**src/rtl/ptfp_pkg.sv**
```systemverilog
// Package for the phase table frame packer: widths, frame codes, the
// command record passed from front to back, and the back-end stage type.
// No dependencies.
package ptfp_pkg;

   localparam int PHASE_W     = 9;
   localparam int DUTY_W      = 9;
   localparam int PAIR_W      = PHASE_W + DUTY_W;
   localparam int BYTE_W      = 8;
   localparam int SUM_W       = 16;
   localparam int CHAN_W      = 6;
   localparam int HOLD_DEPTH  = 3;
   localparam int GROUP_BYTES = 9;
   localparam int IDX_W       = 5;
   localparam int CMDQ_DEPTH  = 4;

   localparam logic [CHAN_W-1:0] LAST_CHANNEL = CHAN_W'(55);
   localparam logic [DUTY_W-1:0] DUTY_RESET   = DUTY_W'(256);

   localparam logic [BYTE_W-1:0] SYNC_BYTE  = 8'hFF;
   localparam logic [BYTE_W-1:0] OPEN_TAG   = 8'hF0;
   localparam logic [BYTE_W-1:0] CLOSE_TAG  = 8'hF1;
   localparam logic [BYTE_W-1:0] PAD_BYTE   = 8'h00;

   localparam logic [IDX_W-1:0] CODE_LAST_IDX  = IDX_W'(2);
   localparam logic [IDX_W-1:0] DATA_LAST_IDX  = IDX_W'(GROUP_BYTES - 1);
   localparam logic [IDX_W-1:0] PAD_LAST_IDX   = IDX_W'(17);
   localparam logic [IDX_W-1:0] SUM_LAST_IDX   = IDX_W'(1);

   typedef logic [GROUP_BYTES-1:0][BYTE_W-1:0] word_type;

   typedef struct packed {
      logic     open_frame;
      logic     send_group;
      logic     close_frame;
      word_type word;
   } cmd_type;

   typedef enum logic [2:0] {
      ST_HEAD,
      ST_OPEN,
      ST_DATA,
      ST_PAD,
      ST_CLOSE,
      ST_SUM
   } stage_type;

endpackage

```
**src/rtl/phase_table_frame_packer.sv**
```systemverilog
// Top level of the phase table frame packer: front end, command queue and
// back end. Depends on ptfp_pkg, ptfp_front, ptfp_cmdq and ptfp_back.
//
// Packs 56 channel items (9-bit phase, enable) into one serial byte frame.
// Channel 0 opens the frame with FF FF F0; every fourth channel emits the
// 9 bytes of its group's 72-bit {phase,duty} word, least significant byte
// first; channel 55 adds 18 zero bytes, the close code FF FF F1 and the
// 16-bit sum of the data bytes, high byte first. Duty is latched from the
// duty register when each item is accepted. The front takes one transaction
// per cycle while the command queue has room; the back drives one byte per
// cycle while the output is popped, so throughput is set by the byte output:
// an item causes 0, 3, 9 or 32 bytes, 152 per frame of 56 items, under 3
// bytes per item on average.
module phase_table_frame_packer #(
   parameter int CMDQ_DEPTH = ptfp_pkg::CMDQ_DEPTH
) (
   input  logic                         clock,
   input  logic                         reset,
   input  logic                         req_push,
   output logic                         req_full,
   input  logic [ptfp_pkg::PHASE_W-1:0] req_phase,
   input  logic                         req_enable,
   output logic                         rsp_empty,
   input  logic                         rsp_pop,
   output logic [ptfp_pkg::BYTE_W-1:0]  rsp_out_byte,
   output logic                         rsp_run_last,
   output logic                         rsp_frame_end,
   input  logic                         csr_write_en,
   input  logic [ptfp_pkg::DUTY_W-1:0]  csr_write_data
);
   import ptfp_pkg::*;

   cmd_type push_cmd, head_cmd;
   logic    cmd_push, q_full, q_valid, q_pop;

   // front: accept and classify channel transactions
   ptfp_front u_front (
      .clock          (clock),
      .reset          (reset),
      .req_push       (req_push),
      .req_phase      (req_phase),
      .req_enable     (req_enable),
      .csr_write_en   (csr_write_en),
      .csr_write_data (csr_write_data),
      .q_full         (q_full),
      .req_full       (req_full),
      .cmd_push       (cmd_push),
      .cmd            (push_cmd)
   );

   // queue: decouple front stalls from back stalls
   ptfp_cmdq #(
      .DEPTH (CMDQ_DEPTH)
   ) u_cmdq (
      .clock    (clock),
      .reset    (reset),
      .push     (cmd_push),
      .push_cmd (push_cmd),
      .full     (q_full),
      .valid    (q_valid),
      .head     (head_cmd),
      .pop      (q_pop)
   );

   // back: serialize each command into frame bytes
   ptfp_back u_back (
      .clock         (clock),
      .reset         (reset),
      .q_valid       (q_valid),
      .q_head        (head_cmd),
      .q_pop         (q_pop),
      .rsp_empty     (rsp_empty),
      .rsp_pop       (rsp_pop),
      .rsp_out_byte  (rsp_out_byte),
      .rsp_run_last  (rsp_run_last),
      .rsp_frame_end (rsp_frame_end)
   );

endmodule

```
**src/rtl/ptfp_front.sv**
```systemverilog
// Front end of the frame packer: takes channel items, holds the first three
// pairs of each group and issues one command per item that produces bytes.
// Depends on ptfp_pkg.
module ptfp_front (
   input  logic                         clock,
   input  logic                         reset,
   input  logic                         req_push,
   input  logic [ptfp_pkg::PHASE_W-1:0] req_phase,
   input  logic                         req_enable,
   input  logic                         csr_write_en,
   input  logic [ptfp_pkg::DUTY_W-1:0]  csr_write_data,
   input  logic                         q_full,
   output logic                         req_full,
   output logic                         cmd_push,
   output ptfp_pkg::cmd_type            cmd
);
   import ptfp_pkg::*;

   logic [DUTY_W-1:0] duty_ff;
   logic [CHAN_W-1:0] chan_ff, chan_in;
   logic [PAIR_W-1:0] hold_ff [HOLD_DEPTH];
   logic [DUTY_W-1:0] duty;
   logic [PAIR_W-1:0] pair;
   logic              accept;
   logic              is_open, is_group, is_close;

   assign req_full = q_full;
   assign accept   = req_push && !q_full;

   assign duty     = req_enable ? duty_ff : '0;
   assign pair     = {req_phase, duty};
   assign is_open  = (chan_ff == '0);
   assign is_group = (chan_ff[1:0] == 2'd3);
   assign is_close = (chan_ff == LAST_CHANNEL);
   assign chan_in  = is_close ? '0 : chan_ff + 1'b1;

   always_comb begin
      cmd.open_frame  = is_open;
      cmd.send_group  = is_group;
      cmd.close_frame = is_close;
      cmd.word        = word_type'({pair, hold_ff[2], hold_ff[1], hold_ff[0]});
   end

   assign cmd_push = accept && (is_open || is_group);

   always_ff @(posedge clock) begin
      if (reset) begin
         duty_ff <= DUTY_RESET;
         chan_ff <= '0;
      end else begin
         if (csr_write_en) begin
            duty_ff <= csr_write_data;
         end
         if (accept) begin
            chan_ff <= chan_in;
         end
      end
   end

   // hold pairs of the first three channels of a group
   always_ff @(posedge clock) begin
      if (accept) begin
         case (chan_ff[1:0])
            2'd0:    hold_ff[0] <= pair;
            2'd1:    hold_ff[1] <= pair;
            2'd2:    hold_ff[2] <= pair;
            default: ;
         endcase
      end
   end

endmodule

```
**src/rtl/ptfp_cmdq.sv**
```systemverilog
// Short command queue between front and back of the frame packer.
// Depends on ptfp_pkg.
module ptfp_cmdq #(
   parameter int DEPTH = ptfp_pkg::CMDQ_DEPTH
) (
   input  logic              clock,
   input  logic              reset,
   input  logic              push,
   input  ptfp_pkg::cmd_type push_cmd,
   output logic              full,
   output logic              valid,
   output ptfp_pkg::cmd_type head,
   input  logic              pop
);
   import ptfp_pkg::*;

   localparam int PTR_W = $clog2(DEPTH);
   localparam int CNT_W = $clog2(DEPTH + 1);

   cmd_type           mem [DEPTH];
   logic [PTR_W-1:0]  wr_ptr_ff, rd_ptr_ff;
   logic [CNT_W-1:0]  count_ff;
   logic              do_push, do_pop;

   assign full    = (count_ff == CNT_W'(DEPTH));
   assign valid   = (count_ff != '0);
   assign head    = mem[rd_ptr_ff];
   assign do_push = push && !full;
   assign do_pop  = pop && valid;

   function automatic logic [PTR_W-1:0] ptr_next(input logic [PTR_W-1:0] p);
      return (p == PTR_W'(DEPTH - 1)) ? '0 : p + 1'b1;
   endfunction

   always_ff @(posedge clock) begin
      if (reset) begin
         wr_ptr_ff <= '0;
         rd_ptr_ff <= '0;
         count_ff  <= '0;
      end else begin
         if (do_push) begin
            wr_ptr_ff <= ptr_next(wr_ptr_ff);
         end
         if (do_pop) begin
            rd_ptr_ff <= ptr_next(rd_ptr_ff);
         end
         if (do_push && !do_pop) begin
            count_ff <= count_ff + 1'b1;
         end else if (do_pop && !do_push) begin
            count_ff <= count_ff - 1'b1;
         end
      end
   end

   always_ff @(posedge clock) begin
      if (do_push) begin
         mem[wr_ptr_ff] <= push_cmd;
      end
   end

endmodule

```
**src/rtl/ptfp_back.sv**
```systemverilog
// Back end of the frame packer: walks each command byte by byte, keeps the
// running checksum and drives the result output register.
// Depends on ptfp_pkg.
module ptfp_back (
   input  logic                        clock,
   input  logic                        reset,
   input  logic                        q_valid,
   input  ptfp_pkg::cmd_type           q_head,
   output logic                        q_pop,
   output logic                        rsp_empty,
   input  logic                        rsp_pop,
   output logic [ptfp_pkg::BYTE_W-1:0] rsp_out_byte,
   output logic                        rsp_run_last,
   output logic                        rsp_frame_end
);
   import ptfp_pkg::*;

   stage_type          stage_ff, stage_in, stage_cur;
   logic [IDX_W-1:0]   idx_ff, idx_in;
   logic [SUM_W-1:0]   sum_ff, sum_in;
   logic               out_valid_ff;
   logic [BYTE_W-1:0]  out_byte_ff, byte_cur;
   logic               out_last_ff, out_end_ff;
   logic               advance, stage_done, cmd_done, frame_done, is_data;
   stage_type          stage_after;

   assign advance   = q_valid && (!out_valid_ff || rsp_pop);
   assign stage_cur = (stage_ff == ST_HEAD) ?
                      (q_head.open_frame ? ST_OPEN : ST_DATA) : stage_ff;

   always_comb begin
      byte_cur    = PAD_BYTE;
      stage_done  = 1'b0;
      stage_after = ST_HEAD;
      cmd_done    = 1'b0;
      frame_done  = 1'b0;
      is_data     = 1'b0;
      unique case (stage_cur)
         ST_OPEN: begin
            byte_cur    = (idx_ff == CODE_LAST_IDX) ? OPEN_TAG : SYNC_BYTE;
            stage_done  = (idx_ff == CODE_LAST_IDX);
            stage_after = q_head.send_group ? ST_DATA : ST_HEAD;
            cmd_done    = stage_done && !q_head.send_group;
         end
         ST_DATA: begin
            byte_cur    = q_head.word[idx_ff[3:0]];
            is_data     = 1'b1;
            stage_done  = (idx_ff == DATA_LAST_IDX);
            stage_after = q_head.close_frame ? ST_PAD : ST_HEAD;
            cmd_done    = stage_done && !q_head.close_frame;
         end
         ST_PAD: begin
            byte_cur    = PAD_BYTE;
            stage_done  = (idx_ff == PAD_LAST_IDX);
            stage_after = ST_CLOSE;
         end
         ST_CLOSE: begin
            byte_cur    = (idx_ff == CODE_LAST_IDX) ? CLOSE_TAG : SYNC_BYTE;
            stage_done  = (idx_ff == CODE_LAST_IDX);
            stage_after = ST_SUM;
         end
         ST_SUM: begin
            byte_cur    = (idx_ff == '0) ? sum_ff[SUM_W-1:BYTE_W] : sum_ff[BYTE_W-1:0];
            stage_done  = (idx_ff == SUM_LAST_IDX);
            stage_after = ST_HEAD;
            cmd_done    = stage_done;
            frame_done  = stage_done;
         end
         default: ;
      endcase
   end

   // next stage, index and checksum
   always_comb begin
      stage_in = stage_ff;
      idx_in   = idx_ff;
      sum_in   = sum_ff;
      if (advance) begin
         if (stage_done) begin
            stage_in = stage_after;
            idx_in   = '0;
         end else begin
            stage_in = stage_cur;
            idx_in   = idx_ff + 1'b1;
         end
         if (stage_cur == ST_OPEN || frame_done) begin
            sum_in = '0;
         end else if (is_data) begin
            sum_in = sum_ff + SUM_W'(byte_cur);
         end
      end
   end

   assign q_pop = advance && cmd_done;

   always_ff @(posedge clock) begin
      if (reset) begin
         stage_ff     <= ST_HEAD;
         idx_ff       <= '0;
         sum_ff       <= '0;
         out_valid_ff <= 1'b0;
      end else begin
         stage_ff <= stage_in;
         idx_ff   <= idx_in;
         sum_ff   <= sum_in;
         if (advance) begin
            out_valid_ff <= 1'b1;
         end else if (rsp_pop) begin
            out_valid_ff <= 1'b0;
         end
      end
   end

   always_ff @(posedge clock) begin
      if (advance) begin
         out_byte_ff <= byte_cur;
         out_last_ff <= cmd_done;
         out_end_ff  <= frame_done;
      end
   end

   assign rsp_empty     = !out_valid_ff;
   assign rsp_out_byte  = out_byte_ff;
   assign rsp_run_last  = out_last_ff;
   assign rsp_frame_end = out_end_ff;

endmodule
```
**config.mk**
```make
export PLATFORM = sky130hd
export DESIGN_NAME = phase_table_frame_packer
export DESIGN_NICKNAME = d
export VERILOG_FILES = /design/src/rtl/ptfp_pkg.sv /design/src/rtl/phase_table_frame_packer.sv /design/src/rtl/ptfp_front.sv /design/src/rtl/ptfp_cmdq.sv /design/src/rtl/ptfp_back.sv
export SDC_FILE = /design/constraint.sdc
export NUM_CORES = 1
export LEC_CHECK = 0
export CORE_MARGIN = 5
export CORE_UTILIZATION = 30
export DETAILED_ROUTE_END_ITERATION = 8
export DONT_BUFFER_PORTS = 1
export PLACE_DENSITY_LB_ADDON = 0.15
export SYNTH_ARGS = -nofsm -noshare
export SYNTH_HDL_FRONTEND = slang
export SYNTH_SLANG_ARGS = --single-unit
```
**constraint.sdc**
```tcl
create_clock -name clock -period 12.5 [get_ports clock]
set_clock_uncertainty 0.2 [all_clocks]
set_input_delay 1.875 -clock clock [delete_from_list [all_inputs] [get_ports clock]]
set_output_delay 1.875 -clock clock [all_outputs]
set_load 0.005 [all_outputs]
```
==> results of run 1 <==
==> layer usage <==
layer | wire [µm] | up-vias | global-route usage [%]
met4 | 876 | 0 | 3.87
met3 | 1650 | 52 | 2.49
met5 | 0 | - | 0
met2 | 19000 | 173 | 21.5
met1 | 18300 | 4412 | 18.5
li1 | - | 3841 | -
==> final cells by class <==
cell class | count | area [µm²] | share of cell area (%)
multi-input cells | 489 | 4220 | 22.6
clock inverters | 26 | 294 | 1.57
inverters | 17 | 63.8 | 0.342
clock buffers | 60 | 1220 | 6.56
repair buffers | 12 | 90.1 | 0.482
well taps | 696 | 871 | 4.66
flip-flops and latches | 413 | 11900 | 63.8
==> cell usage in the layout, fill, tap and decap left out, drive strengths merged, types with 10 or more instances in the layout <==
cell type  count
a22oi         12
clkinv        20
a21oi         29
buf           12
nor2b         10
and2          20
nand3         37
nor3          15
xor2          12
edfxtp       364
mux2i         45
mux4          62
o21ai         22
ha            22
dfxtp         49
nor2          52
clkbuf        60
nand2         48
inv           16
==> power by group <==
part | switching [µW] | total (µW) | leakage, µW | internal [µW]
Clock | 549 | 1370 | 0.000739 | 816
Sequential | 97.4 | 1860 | 0.00374 | 1770
Combinational | 613 | 933 | 0.00145 | 320
==> worst max-delay path, stage by stage, from the launching register on <==
cell and delay (ns):
dfxtp_4 0.71, buf_4 0.66, buf_4 0.62, mux4_2 0.58
a22o_1 0.29, a221oi_1 0.59, a211oi_1 0.28, ha_1 0.43
a2111oi_0 0.45, o21ai_0 0.19, nand2b_1 0.13, xor2_1 0.14
a2bb2oi_1 0.18, nor2_1 0.05
==> state kept, by name, summed over array words and instances (netlist names), named ones only <==
signal	cells
u_back.sum_ff	16
u_back.rsp_frame_end	1
u_front.duty_ff	9
u_back.stage_ff	3
u_back.idx_ff	5
u_cmdq.mem	300
u_front.chan_ff	6
u_cmdq.wr_ptr_ff	2
u_back.rsp_run_last	1
u_cmdq.count_ff	3
u_cmdq.rd_ptr_ff	2
u_front.hold_ff	54
u_back.rsp_out_byte	8
u_back.out_valid_ff	1
==> cell families after synthesis <==
group	count (synthesis)	synth area share, %
flip-flops	413	72.8
AND/OR/NAND/NOR	215	6.38
AO/OA/AOI/OAI	122	4.97
multiplexers	109	11.4
buffers and inverters	59	1.52
adder cells (fa/ha/maj)	24	1.93
XOR/XNOR	19	1.02
==> through the flow <==
step                      power (µW)  std cells
after CTS                       4220       1713
after detailed placement        2840       1627
after global placement          2850       1627
after global routing            4370       1713
after floorplan                 2500        961
final                           4160       1713
==> how the worst min path moves through the flow <==
| stage | cells after the start | endpoint | slack (ns) | from |
|---|---|---|---|---|
| after floorplan | 2 | u_back.out_valid_ff | 0.25 | u_back.out_valid_ff |
| after global placement | 2 | u_back.out_valid_ff | 0.25 | u_back.out_valid_ff |
| after detailed placement | 2 | u_back.out_valid_ff | 0.26 | u_back.out_valid_ff |
| after CTS | 2 | u_back.out_valid_ff | 0.27 | u_back.out_valid_ff |
| after global routing | 0 | u_cmdq.mem[3][20] | 0.31 | u_front.hold_ff[0][20] |
| final | 2 | u_back.out_valid_ff | 0.27 | u_back.out_valid_ff |
==> impl_metrics.py, run 1 <==
metrics = {
    "status": {
        "status": "finished, final reports clean",
    },
    "drt": {
        "ant_nets": 0,
        "vias_per_cell": 4.95,
        "drcViolationCount": 0,
        "dr.pass1.iters": 5,
        "drt_iter0_drc": 689,
        "detail_route.wl_per_cell_um": 23.3,
        "vias": 8478,
        "drt-total-wl_mm": 39.9,
    },
    "clocking": {
        "cts_tree": "done",
        "clkSlewWorstSetupHoldPaths_ns": 0.06,
        "root_buffer": "clkbuf_16",
        "cts.htree.levels": 2,
        "cts_resized": 0,
        "clock-sinks": 413,
        "cts-hold-fix-buffers": 0,
        "clk_latency_ns": 0.58,
        "clockBufferDepth": 3,
        "post_cts_buffers": 0,
        "cts_buffers": 46,
    },
    "timing": {
        "finalCriticalPeriod_ns": 5.68,
        "hold_viol": 0,
        "fmax_mhz": 176,
        "slew-limit-headroom_pct": 30.1,
        "tns_ns": 0,
        "tightest_slew_ns": 1.05,
        "rsz0062_at_grt": "false",
        "timing.final.ws_setup_ns": 6.82,
        "hold_ws_ns": 0.266,
        "setup_viol": 0,
        "drv_slew": 0,
        "period_share_pct": 45.5,
    },
    "final_layout": {
        "fin_util_pct": 34.7,
        "design_area_mm2": 0.0187,
        "fillers": 5046,
        "nets": 1027,
        "layout-drive-gt1-share_pct": 15.2,
        "area_growth_pct": 14.1,
        "diodes": 0,
    },
    "global_route": {
        "grt_max_degree": 62,
        "grt_pass1_wl_mm": 59.3,
        "overflow": 0,
        "grt_pass1_vias": 8726,
        "globalRouteTotalUtil_pct": 13.3,
        "antenna_found_initial": 0,
    },
    "logic_synthesis": {
        "synth_edf_count": 364,
        "synth_fp_nets": 1009,
        "async_reset_ff_share_pct": 0,
        "synth.distinct_cells": 57,
        "synth_seq_area_share_pct": 72.8,
        "ys.flop_type": "edfxtp_1",
        "ys_warn_count": 0,
        "syn_area_mm2": 0.0164,
        "synth.top_cell.area_share_pct": 66.8,
        "syn_area_per_cell_um2": 17.0,
        "synth_seq_cells": 413,
        "synth_common_cells": "edfxtp_1, mux4_2, nor2_1, dfxtp_1, nand2_1",
        "synth_area_leaders": "edfxtp_1, mux4_2, dfxtp_1, mux2i_1, ha_1",
        "yosysTopAreaCell": "edfxtp_1",
        "synth_most_common_cell": "edfxtp_1",
        "synth_cells": 961,
    },
    "die": {
        "die_area_mm2": 0.0593,
        "coreArea_mm2": 0.0539,
        "die_w_um": 244,
        "start_util_pct": 30.4,
        "ios": 36,
        "fp-row-count": 85,
        "die_h_um": 244,
    },
    "worst_setup_path": {
        "reg2regPathDepth": 13,
        "worstPathMaxFanout": 34,
        "r2r-end": "u_back.sum_ff[7]",
        "startpoint_type": "flip-flop",
        "end_kind": "flip-flop",
        "endpoint": "u_back.sum_ff[7]",
        "crit_type": "flip-flop to flip-flop",
        "cp_data_required_time_ns": 12.75,
        "regToRegSetupSlack_ns": 6.82,
        "cp.arrival_ns": 5.94,
    },
    "place": {
        "postPlaceCellArea_mm2": 0.0172,
        "place_ws_ns": 6.73,
        "place_hpwl_mm": 24.2,
        "port_buffers": 0,
        "gp_congestion": 0.793,
    },
    "power": {
        "p_per_area_mw_per_mm2": 223,
        "ir_worst_vdd_mv": 0.0818,
        "p_leak_uw": 0.00593,
    },
    "min_path": {
        "holdCritPathClass": "flip-flop to flip-flop",
    },
    "job": {
        "cap_violations": 0,
    },
}
No activity file was read; power rests on OpenSTA's default activity.
==> inputs of run 2 (changes only) <==
- clock period: 12.5 -> 4.6 ns (I/O delays scaled with it)
==> run 2 against run 1 <==
Against the previous run: routed wire length fell by 1.0%; highest routed layer unchanged; non-clock buffer count rose by 36; clock-buffer cell count grew 5; via count is 0.32% higher.
==> impl_metrics.py, run 2 (same netlist as run 1, synthesis figures left out) <==
metrics = {
    "final_layout": {
        "layout-drive-gt1-share_pct": 17.7,
        "design_area_mm2": 0.0192,
        "area_growth_pct": 17.1,
        "largest-register": "u_cmdq.mem",
        "mostFrequentLayoutCell": "edfxtp_1",
        "reg_top3": "u_cmdq.mem x300, u_front.hold_ff x54, u_back.sum_ff x16",
        "diodes": 0,
        "nets": 1063,
        "final_cell_mix": "edfxtp_1, mux4_2, nor2_1",
        "largest_register_ffs": 300,
    },
    "power": {
        "p_leak_uw": 0.00616,
        "p_per_area_mw_per_mm2": 594,
        "power_uw": 11400,
        "ir_worst_vdd_mv": 0.271,
    },
    "min_path": {
        "holdPathEnd": "u_front.duty_ff[6]",
        "hp-start": "csr_write_data[6]",
        "whs_path_depth": 2,
        "holdCritPathClass": "input port to flip-flop",
    },
    "clocking": {
        "clock-sinks": 413,
        "cts_resized": 0,
        "clk_latency_ns": 0.59,
        "clockBufferDepth": 3,
        "cts.htree.levels": 2,
        "cts_tree": "done",
        "cts_buffers": 46,
        "clkSlewWorstSetupHoldPaths_ns": 0.06,
        "root_buffer": "clkbuf_16",
    },
    "drt": {
        "vias": 8505,
        "drt_iter0_drc": 594,
        "ant_nets": 0,
        "dr.pass1.iters": 5,
        "vias_per_cell": 4.86,
        "drcViolationCount": 0,
        "drt-total-wl_mm": 39.4,
        "detail_route.wl_per_cell_um": 22.6,
    },
    "job": {
        "cap_violations": 0,
    },
    "timing": {
        "hold_viol": 0,
        "tns_ns": 0,
        "slew-limit-headroom_pct": 33.7,
        "tightest_slew_ns": 0.991,
        "finalCriticalPeriod_ns": 4.21,
        "setup_viol": 0,
        "drv_slew": 0,
        "fmax_mhz": 237,
        "rsz0062_at_grt": "false",
        "period_share_pct": 91.6,
        "timing.final.ws_setup_ns": 0.387,
    },
    "place": {
        "postPlaceCellArea_mm2": 0.0175,
        "place_ws_ns": 0.192,
        "place_hpwl_mm": 25.3,
        "port_buffers": 0,
        "gp_congestion": 0.800,
    },
    "worst_setup_path": {
        "worstPathMaxFanout": 21,
        "path_buf_inv": 0,
        "slowest_delay_ns": 0.57,
        "end_kind": "flip-flop",
        "path_cells": "mux4_2 > nand2b_1 > and2_1 > or2_2 > a2111oi_0 > a211oi_1 > ha_1 > o21a_1 > o21ai_0 > a31oi_1 > nor2_1 > or3_1 > a21oi_1",
        "crit_type": "flip-flop to flip-flop",
        "regToRegSetupSlack_ns": 0.39,
        "cp_data_required_time_ns": 4.90,
        "critical-path-top-delay-family": "compound AO/OA/AOI/OAI gates",
        "crit_slowest_cell": "dfxtp_4",
        "startpoint_type": "flip-flop",
        "reg2regPathDepth": 13,
        "r2r-end": "u_back.sum_ff[15]",
        "cp.arrival_ns": 4.51,
    },
    "die": {
        "coreArea_mm2": 0.0539,
        "die_h_um": 244,
        "die_area_mm2": 0.0593,
        "ios": 36,
        "fp-row-count": 85,
        "start_util_pct": 30.4,
        "die_w_um": 244,
    },
    "global_route": {
        "antenna_found_initial": 2,
        "overflow": 0,
        "grt_max_degree": 66,
        "globalRouteTotalUtil_pct": 13.2,
        "grt_pass1_vias": 8692,
        "grt_pass1_wl_mm": 59.1,
    },
    "status": {
        "status": "finished, final reports clean",
    },
}
-- run 2: cell types whose count changed in the layout (fill, tap and decap cells not counted), sizes merged --
cell,previous run,this run
clkbuf,60,65
buf,12,37
clkinv,20,15
inv,16,18
bufinv,6,4
dlygate4sd3,0,11
-- run 2: cell type report --
type	instances	area, µm²
Clock buffer	65	1290
Clock inverter	21	248
Inverter	17	63.8
Fill cell	4988	34800
Tap cell	696	871
Sequential cell	413	11900
Multi-Input combinational cell	489	4220
Timing Repair Buffer	48	551
-- run 2: metrics by stage --
step	util (%)	hold slack [ns]	instances
floorplan	-	0.246	961
global placement	32.4	0.251	1648
detailed placement	32.4	0.259	1648
CTS	35.5	0.0176	1746
global route	35.5	0.0476	1749
finish	35.5	0.0495	1749
-- run 2: how the worst max path moves through the flow --
stage / startpoint / to / slack (ns) / depth (start not counted)
5_1_grt: flip-flop / u_back.sum_ff[15] / 0.1 / 13
3_3_place_gp: flip-flop / u_back.sum_ff[12] / 0.26 / 14
4_1_cts: flip-flop / u_back.sum_ff[15] / 0.14 / 13
2_1_floorplan: flip-flop / u_back.sum_ff[12] / 0.56 / 16
6_report: flip-flop / u_back.sum_ff[15] / 0.39 / 13
3_5_place_dp: flip-flop / u_back.sum_ff[15] / 0.19 / 13
-- run 2: repair_timing --
item,CTS,global route
buffers inserted,0,3
endpoints found under the hold margin,90,0
endpoints found under the setup margin,0,5
hold buffers,12,0
-- run 2: metal layers --
layer  wire length [µm]  global-route usage [%]
met2              19100                    21.5
met4                801                    3.55
met5                  0                       0
met1              18100                    18.3
met3               1450                    2.26
-- run 2: worst register-to-register path: cells and delay by family (launching register included) --
family	cells	cell delay, ns
AO/OA/AOI/OAI	6	1.34
AND/OR/NAND/NOR	5	1.16
flip-flops	1	0.57
multiplexers	1	0.44
adder cells (fa/ha/maj)	1	0.43
-- run 2: report_power, final --
group | switching [µW] | leakage [µW] | total, µW | internal [µW]
combinational | 1650 | 0.00166 | 2630 | 976
sequential | 262 | 0.00374 | 5050 | 4790
clock | 1510 | 0.000757 | 3710 | 2200
